$ cat src/sv/drfs_pkg.sv
`timescale 1ns / 1ps
// ----------------------------------------------------------------------------
// drfs_pkg
// Types and constants of the delimited row field splitter.
// ----------------------------------------------------------------------------
package drfs_pkg;

    typedef logic [7:0] byte_t;
    typedef logic [2:0] cfg_idx_t;
    typedef logic [63:0] cfg_data_t;

    localparam int TDATA_W = 32;
    localparam int SEQ_W   = 3;

    typedef logic [TDATA_W-1:0] tdata_t;

    // Register indexes of the configuration port.
    localparam cfg_idx_t CFG_DELIM_BYTES = 3'd0;
    localparam cfg_idx_t CFG_DELIM_LEN   = 3'd1;
    localparam cfg_idx_t CFG_EOL_KIND    = 3'd2;
    localparam cfg_idx_t CFG_QUOTE_MODE  = 3'd3;
    localparam cfg_idx_t CFG_QUOTE_CHAR  = 3'd4;
    localparam cfg_idx_t CFG_ESC_EN      = 3'd5;
    localparam cfg_idx_t CFG_ESC_CHAR    = 3'd6;
    localparam cfg_idx_t CFG_COL_COUNT   = 3'd7;

    // Line end kinds.
    localparam logic [1:0] EOL_LF   = 2'd0;
    localparam logic [1:0] EOL_CR   = 2'd1;
    localparam logic [1:0] EOL_CRLF = 2'd2;

    localparam byte_t CHAR_LF = 8'h0A;
    localparam byte_t CHAR_CR = 8'h0D;

    // Row error codes.
    localparam logic [2:0] ERR_NONE     = 3'd0;
    localparam logic [2:0] ERR_QUOTE    = 3'd1;
    localparam logic [2:0] ERR_BARE     = 3'd2;
    localparam logic [2:0] ERR_TOO_MANY = 3'd3;
    localparam logic [2:0] ERR_TOO_FEW  = 3'd4;

    // One result word, out_byte in the lowest bits.
    typedef struct packed {
        logic [2:0] error_code;
        logic       row_end;
        logic       field_null;
        logic       field_end;
        logic [9:0] column_index;
        logic       byte_valid;
        byte_t      out_byte;
    } res_t;

    localparam int RES_W = $bits(res_t);

endpackage

$ cat src/sv/delimited_row_field_splitter.sv
`timescale 1ns / 1ps
// ----------------------------------------------------------------------------
// delimited_row_field_splitter
// Splits the bytes of one row into unescaped, column-tagged field bytes.
// ----------------------------------------------------------------------------
// Channel | Dir | Handshake          | Payload
// s_      | in  | s_tvalid/s_tready  | s_tdata[7:0] data_byte, s_tlast last_byte
// m_      | out | m_tvalid/m_tready  | m_tdata result fields, m_tlast last
// cfg_    | in  | cfg_valid/cfg_ready| cfg_index register, cfg_data value
//
// The token engine takes one step per cycle and emits at most one result word;
// an escaped line end or delimiter takes one step per byte it expands to.
// A byte finishes in the cycle of its last step, so plain field bytes run at
// one per cycle; when another word waits in the hold register, it goes out
// first and the last step repeats, and a row error on the final byte adds a step.
// Reset is synchronous; there is no clearing pass after reset.
// A stalled result word holds the engine; an idle engine still takes one byte.
module delimited_row_field_splitter #(
    parameter int MAX_DELIM_LEN = 8,
    parameter int MAX_COLUMNS   = 1024
) (
    input  logic               aclk,
    input  logic               aresetn,
    input  logic               s_tvalid,
    output logic               s_tready,
    input  drfs_pkg::byte_t    s_tdata,   // [7:0] data_byte
    input  logic               s_tlast,   // last_byte
    output logic               m_tvalid,
    input  logic               m_tready,
    // [7:0] out_byte, [8] byte_valid, [18:9] column_index, [19] field_end,
    // [20] field_null, [21] row_end, [24:22] error_code, rest zero
    output drfs_pkg::tdata_t   m_tdata,
    output logic               m_tlast,   // last
    input  logic               cfg_valid,
    output logic               cfg_ready,
    input  drfs_pkg::cfg_idx_t cfg_index,
    input  drfs_pkg::cfg_data_t cfg_data
);
    import drfs_pkg::*;

    localparam int WIN  = MAX_DELIM_LEN + 1;
    localparam int FW   = $clog2(WIN + 2);
    localparam int WIW  = $clog2(WIN);
    localparam int PADN = 2 * WIN;
    localparam int PW   = $clog2(PADN);
    localparam int CNTW = $clog2(MAX_COLUMNS + 1);

    // Configuration registers.
    logic [63:0] delim_reg;
    logic [3:0]  dlen_cfg_reg;
    logic [1:0]  eol_reg;
    logic        qm_reg;
    byte_t       quote_reg;
    logic        esc_en_reg;
    byte_t       esc_char_reg;
    logic [10:0] ccount_reg;

    // Row state.
    byte_t            win_reg [WIN];
    logic [FW-1:0]    fill_reg;
    logic [CNTW-1:0]  col_reg;
    logic             fhb_reg;
    logic             row_start_reg;
    logic             eoq_reg;
    logic [2:0]       err_reg;
    logic             lastb_reg;
    logic             busy_reg;
    logic [SEQ_W-1:0] sidx_reg;

    logic hold_valid_reg;
    res_t hold_reg;
    logic out_valid_reg;
    res_t out_reg;
    logic out_last_reg;

    // Derived settings.
    logic [FW-1:0]   dlen, elen, look;
    logic            crlf;
    byte_t           eol0, esc;
    logic            esc_on;
    logic [CNTW-1:0] count;

    always_comb begin
        if (dlen_cfg_reg == 4'd0) begin
            dlen = FW'(1);
        end else if (32'(dlen_cfg_reg) > MAX_DELIM_LEN) begin
            dlen = FW'(MAX_DELIM_LEN);
        end else begin
            dlen = FW'(dlen_cfg_reg);
        end
        crlf   = (eol_reg == EOL_CRLF);
        elen   = crlf ? FW'(2) : FW'(1);
        eol0   = (eol_reg == EOL_CR || crlf) ? CHAR_CR : CHAR_LF;
        look   = FW'(1) + ((dlen > elen) ? dlen : elen);
        esc    = (qm_reg && !esc_en_reg) ? quote_reg : esc_char_reg;
        esc_on = qm_reg || esc_en_reg;
        if (32'(ccount_reg) > MAX_COLUMNS) begin
            count = CNTW'(MAX_COLUMNS);
        end else begin
            count = CNTW'(ccount_reg);
        end
    end

    // Token engine: one token step per cycle while the output register is free.
    byte_t            winx [PADN];
    byte_t            win_s [WIN];
    logic [FW-1:0]    limit, k, fill_e, seq_len;
    logic [CNTW-1:0]  col_e;
    logic             fhb_e, rs_e, eoq_e;
    logic [2:0]       err_e;
    logic [SEQ_W-1:0] sidx_e;
    logic             emit, fin0, early, fin, defer, do_close, do_seq, seq_eol;
    logic             m0, m1, meol, row_clear;
    res_t             res;
    byte_t            w0, w1, w2;
    logic [CNTW:0]    col_p1;
    logic             active, out_free;

    assign out_free = !out_valid_reg || m_tready;
    assign active   = busy_reg && out_free;

    always_comb begin
        for (int j = 0; j < PADN; j++) begin
            winx[j] = (j < WIN) ? win_reg[WIW'(j)] : 8'h00;
        end
        w0 = winx[0];
        w1 = winx[1];
        w2 = winx[2];
        limit  = (qm_reg && lastb_reg) ? fill_reg - FW'(1) : fill_reg;
        col_p1 = {1'b0, col_reg} + (CNTW+1)'(1);

        m0 = (dlen <= limit);
        m1 = ({1'b0, dlen} + (FW+1)'(1) <= {1'b0, limit});
        for (int i = 0; i < MAX_DELIM_LEN; i++) begin
            if (FW'(i) < dlen && winx[i] != delim_reg[8*i +: 8]) begin
                m0 = 1'b0;
            end
            if (FW'(i) < dlen && winx[i+1] != delim_reg[8*i +: 8]) begin
                m1 = 1'b0;
            end
        end
        meol = ({1'b0, elen} + (FW+1)'(1) <= {1'b0, limit}) && w1 == eol0 &&
               (!crlf || w2 == CHAR_LF);

        fill_e    = fill_reg;
        col_e     = col_reg;
        fhb_e     = fhb_reg;
        rs_e      = row_start_reg;
        eoq_e     = eoq_reg;
        err_e     = err_reg;
        sidx_e    = sidx_reg;
        k         = '0;
        emit      = 1'b0;
        fin0      = 1'b0;
        do_close  = 1'b0;
        do_seq    = 1'b0;
        seq_eol   = 1'b0;
        row_clear = 1'b0;
        res       = '0;
        res.column_index = 10'(col_reg);

        if (err_reg != ERR_NONE) begin
            fin0   = 1'b1;
            fill_e = '0;
            if (lastb_reg) begin
                emit           = 1'b1;
                res.row_end    = 1'b1;
                res.error_code = err_reg;
                row_clear      = 1'b1;
            end
        end else if (!lastb_reg && fill_reg < look) begin
            fin0 = 1'b1;
        end else if (qm_reg && lastb_reg && fill_reg == '0) begin
            err_e = ERR_QUOTE;
        end else if (qm_reg && eoq_reg) begin
            if (limit == '0 || w0 != quote_reg) begin
                err_e = ERR_QUOTE;
            end else begin
                k     = FW'(1);
                eoq_e = 1'b0;
            end
        end else if (limit == '0) begin
            if (qm_reg && w0 != quote_reg) begin
                err_e = ERR_QUOTE;
            end else begin
                emit           = 1'b1;
                res.field_end  = 1'b1;
                res.field_null = !fhb_reg;
                res.row_end    = 1'b1;
                res.error_code = (col_p1 < {1'b0, count}) ? ERR_TOO_FEW : ERR_NONE;
                row_clear      = 1'b1;
                fin0           = 1'b1;
            end
        end else if (qm_reg) begin
            if (esc_on && w0 == esc && limit >= FW'(2) &&
                (w1 == esc || w1 == quote_reg)) begin
                emit           = 1'b1;
                res.byte_valid = 1'b1;
                res.out_byte   = w1;
                fhb_e          = 1'b1;
                k              = FW'(2);
            end else if (w0 == quote_reg && m1) begin
                k        = FW'(1) + dlen;
                do_close = 1'b1;
            end else if (w0 == quote_reg && w0 != esc) begin
                err_e = ERR_BARE;
            end else begin
                emit           = 1'b1;
                res.byte_valid = 1'b1;
                res.out_byte   = w0;
                fhb_e          = 1'b1;
                k              = FW'(1);
            end
        end else begin
            if (m0) begin
                k        = dlen;
                do_close = 1'b1;
            end else if (esc_on && w0 == esc && limit >= FW'(2) && w1 == esc) begin
                emit           = 1'b1;
                res.byte_valid = 1'b1;
                res.out_byte   = esc;
                fhb_e          = 1'b1;
                k              = FW'(2);
            end else if (esc_on && w0 == esc && meol) begin
                do_seq  = 1'b1;
                seq_eol = 1'b1;
            end else if (esc_on && w0 == esc && m1) begin
                do_seq = 1'b1;
            end else begin
                emit           = 1'b1;
                res.byte_valid = 1'b1;
                res.out_byte   = w0;
                fhb_e          = 1'b1;
                k              = FW'(1);
            end
        end

        // An escaped line end or delimiter comes out one byte per cycle while the output is free.
        seq_len = seq_eol ? elen : dlen;
        if (do_seq) begin
            emit           = 1'b1;
            res.byte_valid = 1'b1;
            if (seq_eol) begin
                res.out_byte = (sidx_reg == '0) ? eol0 : CHAR_LF;
            end else begin
                res.out_byte = delim_reg[{sidx_reg, 3'b000} +: 8];
            end
            if (5'(sidx_reg) + 5'd1 == 5'(seq_len)) begin
                k      = FW'(1) + seq_len;
                fhb_e  = 1'b1;
                sidx_e = '0;
            end else begin
                sidx_e = sidx_reg + SEQ_W'(1);
            end
        end

        if (do_close) begin
            emit           = 1'b1;
            res.field_end  = 1'b1;
            res.field_null = !fhb_reg;
            if (col_p1 >= {1'b0, count}) begin
                err_e = ERR_TOO_MANY;
            end else begin
                col_e = CNTW'(col_p1);
                fhb_e = 1'b0;
                if (qm_reg) begin
                    eoq_e = 1'b1;
                end
            end
        end

        if (k != '0) begin
            fill_e = (k >= fill_reg) ? '0 : fill_reg - k;
        end

        if (row_clear) begin
            fill_e = '0;
            col_e  = '0;
            fhb_e  = 1'b0;
            rs_e   = 1'b1;
            eoq_e  = 1'b1;
            err_e  = ERR_NONE;
        end

        // Finish the step in the same cycle when the next check would stop.
        early = !fin0 && sidx_e == '0 && !lastb_reg &&
                (err_e != ERR_NONE || fill_e < look) && !(emit && hold_valid_reg);
        if (early && err_e != ERR_NONE) begin
            fill_e = '0;
        end
        fin   = fin0 || early;
        defer = fin && emit && hold_valid_reg;

        for (int i = 0; i < WIN; i++) begin
            win_s[i] = winx[PW'(i) + PW'(k)];
        end
    end

    logic accept;
    assign s_tready  = !busy_reg || (active && fin && !defer);
    assign accept    = s_tvalid && s_tready;
    assign cfg_ready = 1'b1;

    // Merge of engine commit and byte intake.
    byte_t            win_next [WIN];
    logic [FW-1:0]    fill_next;
    logic [CNTW-1:0]  col_next;
    logic             fhb_next, rs_next, eoq_next, busy_next, lastb_next;
    logic [2:0]       err_next;
    logic [SEQ_W-1:0] sidx_next;
    logic             hold_valid_next, push, push_last;
    res_t             hold_next, push_res;
    logic             commit;

    always_comb begin
        commit = active && !defer;
        for (int i = 0; i < WIN; i++) begin
            win_next[i] = commit ? win_s[i] : win_reg[i];
        end
        fill_next  = commit ? fill_e : fill_reg;
        col_next   = commit ? col_e : col_reg;
        fhb_next   = commit ? fhb_e : fhb_reg;
        rs_next    = commit ? rs_e : row_start_reg;
        eoq_next   = commit ? eoq_e : eoq_reg;
        err_next   = commit ? err_e : err_reg;
        sidx_next  = commit ? sidx_e : sidx_reg;
        busy_next  = (commit && fin) ? 1'b0 : busy_reg;
        lastb_next = lastb_reg;

        if (accept) begin
            busy_next  = 1'b1;
            lastb_next = s_tlast;
            if (rs_next) begin
                rs_next = 1'b0;
                if (ccount_reg == 11'd0) begin
                    err_next = ERR_TOO_MANY;
                end
            end
            if (err_next == ERR_NONE && fill_next < FW'(WIN)) begin
                win_next[fill_next[WIW-1:0]] = s_tdata;
                fill_next = fill_next + FW'(1);
            end
        end

        hold_valid_next = hold_valid_reg;
        hold_next       = hold_reg;
        push            = 1'b0;
        push_last       = 1'b0;
        push_res        = hold_reg;
        if (active) begin
            if (defer) begin
                push            = 1'b1;
                hold_valid_next = 1'b0;
            end else if (emit && fin) begin
                push      = 1'b1;
                push_last = 1'b1;
                push_res  = res;
            end else if (emit) begin
                push            = hold_valid_reg;
                hold_next       = res;
                hold_valid_next = 1'b1;
            end else if (fin) begin
                push            = hold_valid_reg;
                push_last       = 1'b1;
                hold_valid_next = 1'b0;
            end
        end
    end

    always_ff @(posedge aclk) begin
        if (!aresetn) begin
            delim_reg      <= 64'd44;
            dlen_cfg_reg   <= 4'd1;
            eol_reg        <= EOL_LF;
            qm_reg         <= 1'b0;
            quote_reg      <= 8'd34;
            esc_en_reg     <= 1'b0;
            esc_char_reg   <= 8'd34;
            ccount_reg     <= 11'd1;
        end else if (cfg_valid && cfg_ready) begin
            case (cfg_index)
                CFG_DELIM_BYTES: delim_reg    <= cfg_data;
                CFG_DELIM_LEN:   dlen_cfg_reg <= cfg_data[3:0];
                CFG_EOL_KIND:    eol_reg      <= cfg_data[1:0];
                CFG_QUOTE_MODE:  qm_reg       <= cfg_data[0];
                CFG_QUOTE_CHAR:  quote_reg    <= cfg_data[7:0];
                CFG_ESC_EN:      esc_en_reg   <= cfg_data[0];
                CFG_ESC_CHAR:    esc_char_reg <= cfg_data[7:0];
                CFG_COL_COUNT:   ccount_reg   <= cfg_data[10:0];
                default: ;
            endcase
        end
    end

    always_ff @(posedge aclk) begin
        if (!aresetn) begin
            fill_reg       <= '0;
            col_reg        <= '0;
            fhb_reg        <= 1'b0;
            row_start_reg  <= 1'b1;
            eoq_reg        <= 1'b1;
            err_reg        <= ERR_NONE;
            lastb_reg      <= 1'b0;
            busy_reg       <= 1'b0;
            sidx_reg       <= '0;
            hold_valid_reg <= 1'b0;
            out_valid_reg  <= 1'b0;
            out_last_reg   <= 1'b0;
        end else begin
            fill_reg       <= fill_next;
            col_reg        <= col_next;
            fhb_reg        <= fhb_next;
            row_start_reg  <= rs_next;
            eoq_reg        <= eoq_next;
            err_reg        <= err_next;
            lastb_reg      <= lastb_next;
            busy_reg       <= busy_next;
            sidx_reg       <= sidx_next;
            hold_valid_reg <= hold_valid_next;
            if (out_free) begin
                out_valid_reg <= push;
                out_last_reg  <= push_last;
            end
        end
    end

    // Payload registers carry no reset.
    always_ff @(posedge aclk) begin
        for (int i = 0; i < WIN; i++) begin
            win_reg[i] <= win_next[i];
        end
        hold_reg <= hold_next;
        if (out_free) begin
            out_reg <= push_res;
        end
    end

    assign m_tvalid = out_valid_reg;
    assign m_tdata  = {{(TDATA_W - RES_W){1'b0}}, out_reg};
    assign m_tlast  = out_last_reg;

endmodule

$ cat config.mk
export PLATFORM = sky130hd
export DESIGN_NAME = delimited_row_field_splitter
export DESIGN_NICKNAME = d
export VERILOG_FILES = /design/src/sv/drfs_pkg.sv /design/src/sv/delimited_row_field_splitter.sv
export SDC_FILE = /design/constraint.sdc
export NUM_CORES = 1
export LEC_CHECK = 0
export BUFFER_PORTS_ARGS = -buffer_cell sky130_fd_sc_hd__buf_4
export CAP_MARGIN = 10
export CORE_MARGIN = 1
export CORE_UTILIZATION = 40
export CTS_BUF_LIST = sky130_fd_sc_hd__clkbuf_4 sky130_fd_sc_hd__clkbuf_8
export DETAILED_ROUTE_END_ITERATION = 10
export SETUP_SLACK_MARGIN = 0.15
export SLEW_MARGIN = 20
export SYNTH_ARGS = -nofsm -noshare
export SYNTH_HDL_FRONTEND = slang
export SYNTH_SLANG_ARGS = --single-unit
$ cat constraint.sdc
create_clock -name aclk -period 16.3 [get_ports aclk]
set_input_delay 0 -clock aclk [delete_from_list [all_inputs] [get_ports aclk]]
set_output_delay 0 -clock aclk [all_outputs]
set_load 0.1 [all_outputs]
==> impl_metrics.ini <==
[status]
status = complete, no violations

[setup_path]
cp_max_fo = 18
arrival_ns = 11.26
cp_slowest_cell = a31o_1
path_buf_inv = 4
crit_family = compound AO/OA/AOI/OAI gates
start_kind = register
cp.required_ns = 16.87
reg2reg_from = dlen_cfg_reg[3]
cpPeakStageDelay_ns = 0.72
crit_top_cell = ha_1
crit_type = reg2reg
r2r_end = lastb_reg
r2r_slack_ns = 5.61
endpoint_kind = register
worstRegToRegCells = 37

[logic_synthesis]
synth_most_common_cell = nand2_1
ys_ff_latch = 250
synth_edf_count = 50
synth-simple-area-share_pct = 20.4
synth_compound_area_share_pct = 20.4
synth_area_mm2 = 0.0187
synth_fa_ha_area_share_pct = 3.97
async_flop_share_pct = 0
synth_top_family_by_area = simple AND/OR/NAND/NOR gates
postSynthAreaPerCell_um2 = 8.44
ys_warn_count = 0
ys_types = 104
synth_area_leader_cell = dfxtp_1
synthTopCellsByCount = nand2_1 (281), dfxtp_1 (200), a21oi_1 (163)
synth_xor_area_share_pct = 8.53
ys_seq_area_share_pct = 29.4
ys.flop_type = dfxtp_1
yosysTopAreaCellShare_pct = 21.4
syn_inst = 2221
synthMuxAreaShare_pct = 11.7
synth_area_leaders = dfxtp_1 (21%), edfxtp_1 (8.0%), xnor2_1 (5.8%), mux4_2 (5.8%), nand2_1 (5.6%)

[hold_path]
min_path_type = in2reg
holdPathStages = 4
min_from = m_tready
min_to = m_tvalid

[finish]
largest_reg_flops = 72
fin_nets = 2467
fin_area_mm2 = 0.0217
syn_to_final_growth_pct = 15.9
fillCellCount = 4411
drive_above_1_share_pct = 16.4

[sta]
worst_pin_slew_ns = 1.11
period_needed_ns = 10.69
fin_tns_setup_ns = 0
min_period_over_period_pct = 65.6
hold_viol = 0
drv_slew = 0
setup_viol = 0
clock_skew_ns = 0.0325
clock.fmax_mhz = 93.6
relSlewSlack_pct = 26.1
rsz0062_at_grt = no

[die]
ioPinCount = 117
row_count = 78
die_y_um = 218
dieArea_mm2 = 0.0477
die_x_um = 218
initial_core_util_pct = 40.9
core_area_mm2 = 0.0458

[cts]
h-tree-depth = 2
cts-root-buf = clkbuf_8
ctsResizeCount = 0
path_clk_slew_ns = 0.06
cts_buffers = 44
post_cts_buffers = 0
clockBufferDepth = 3
cts_tree = done
clkLatencyLatePin_ns = 0.64
clock_sinks = 250

[placed_design]
dpl.hpwl_um = 54700
gp_congestion = 0.979
portBuffers = 108
place_area_mm2 = 0.0199

[grt]
grt_pass1_wl_um = 112000
grt_max_degree = 95
grt_usage_pct = 31.0
antenna_found_initial = 3
first_global_vias = 17600
overflow = 0

[power_and_ir_drop]
p_leak_nw = 8.18
ir_worst_vdd_v = 0.0000804
power_density_mw_per_mm2 = 128
power_mw = 2.79

[routing]
first_iter_violations = 2048
ant_nets = 0
drc = 0
wl_per_cell_um = 25.2
via_per_inst = 6.29
drt_wl_total_um = 74700
vias = 18600
first_pass_iters = 7

[job]
maxCapViolCount = 0
cells by family (layout without fill, tap and decap cells):
group,after synthesis,count (layout)
xor+xnor,179,179
buf+inv,241,375
compound gates,567,567
fa+ha+maj,59,59
mux,151,151
flops,250,250
simple gates,772,772
other cells,2,9
cell type report:
class,instances,area (um2),area share (%)
diodes,1,2.50,0.0115
inverters,66,254,1.17
clock inverters,11,118,0.541
repair buffers,230,1940,8.95
clock buffers,68,842,3.88
well taps,600,751,3.46
flip-flops and latches,250,5510,25.3
multi-input cells,1736,12300,56.6
worst max path at each step:
stage                                from              to  slack, ns  cells after the start
after floorplan           dlen_cfg_reg[3]  win_reg[0][12]       7.69                     42
after global placement    dlen_cfg_reg[3]  win_reg[0][14]       6.19                     40
after detailed placement  dlen_cfg_reg[3]  win_reg[0][12]       5.92                     40
after CTS                 dlen_cfg_reg[3]       lastb_reg       5.81                     37
after global routing      dlen_cfg_reg[3]       lastb_reg       4.83                     42
final                     dlen_cfg_reg[3]       lastb_reg       5.61                     37
through the flow:
stage                     setup WS (ns)  hold WS [ns]  cells  util, %
final                              5.61        0.0331   2962     47.5
after detailed placement           5.92         0.257   2795     43.4
after global placement             6.19         0.247   2795     43.4
after CTS                          5.81        0.0211   2961     47.4
after floorplan                    7.69         0.124   2227        -
after global routing               4.83        0.0639   2962     47.5
cell usage in the layout, fill, tap and decap left out, types with 61 or more instances in the layout:
master and instances:
a21oi_1 163, o21ai_0 100, nor2_1 91, nand2_1 281
buf_4 143, xnor2_1 124, dlygate4sd3_1 87, dfxtp_1 200
a22oi_1 61, nand3_1 126
where the power goes:
part / switching, mW / total (mW) / internal, mW
clock: 0.286 / 0.648 / 0.362
combinational: 0.680 / 1.18 / 0.500
sequential: 0.238 / 0.958 / 0.719
total: 1.20 / 2.79 / 1.58
layer usage:
layer / part of all wire, % / wire, um / global-route usage, % / vias to the layer above
met4: 4.9 / 3650 / 13.9 / 2
met5: 0.017 / 13 / 0 / -
met1: 41 / 30400 / 39.8 / 8952
met3: 9.3 / 6920 / 6.81 / 255
li1: - / - / - / 8382
met2: 45 / 33800 / 49.4 / 1030
tightest hold or removal path: stages:
cell and delay, ns:
buf_4 0.07, nand2b_1 0.09, buf_4 0.33, a21oi_1 0.12
timing repair:
action | in CTS | in global routing
hold buffers | 87 | 0
hold endpoints to repair | 191 | 0
endpoints found under the setup margin | 0 | 0
No activity file was read; power rests on OpenSTA's default activity.
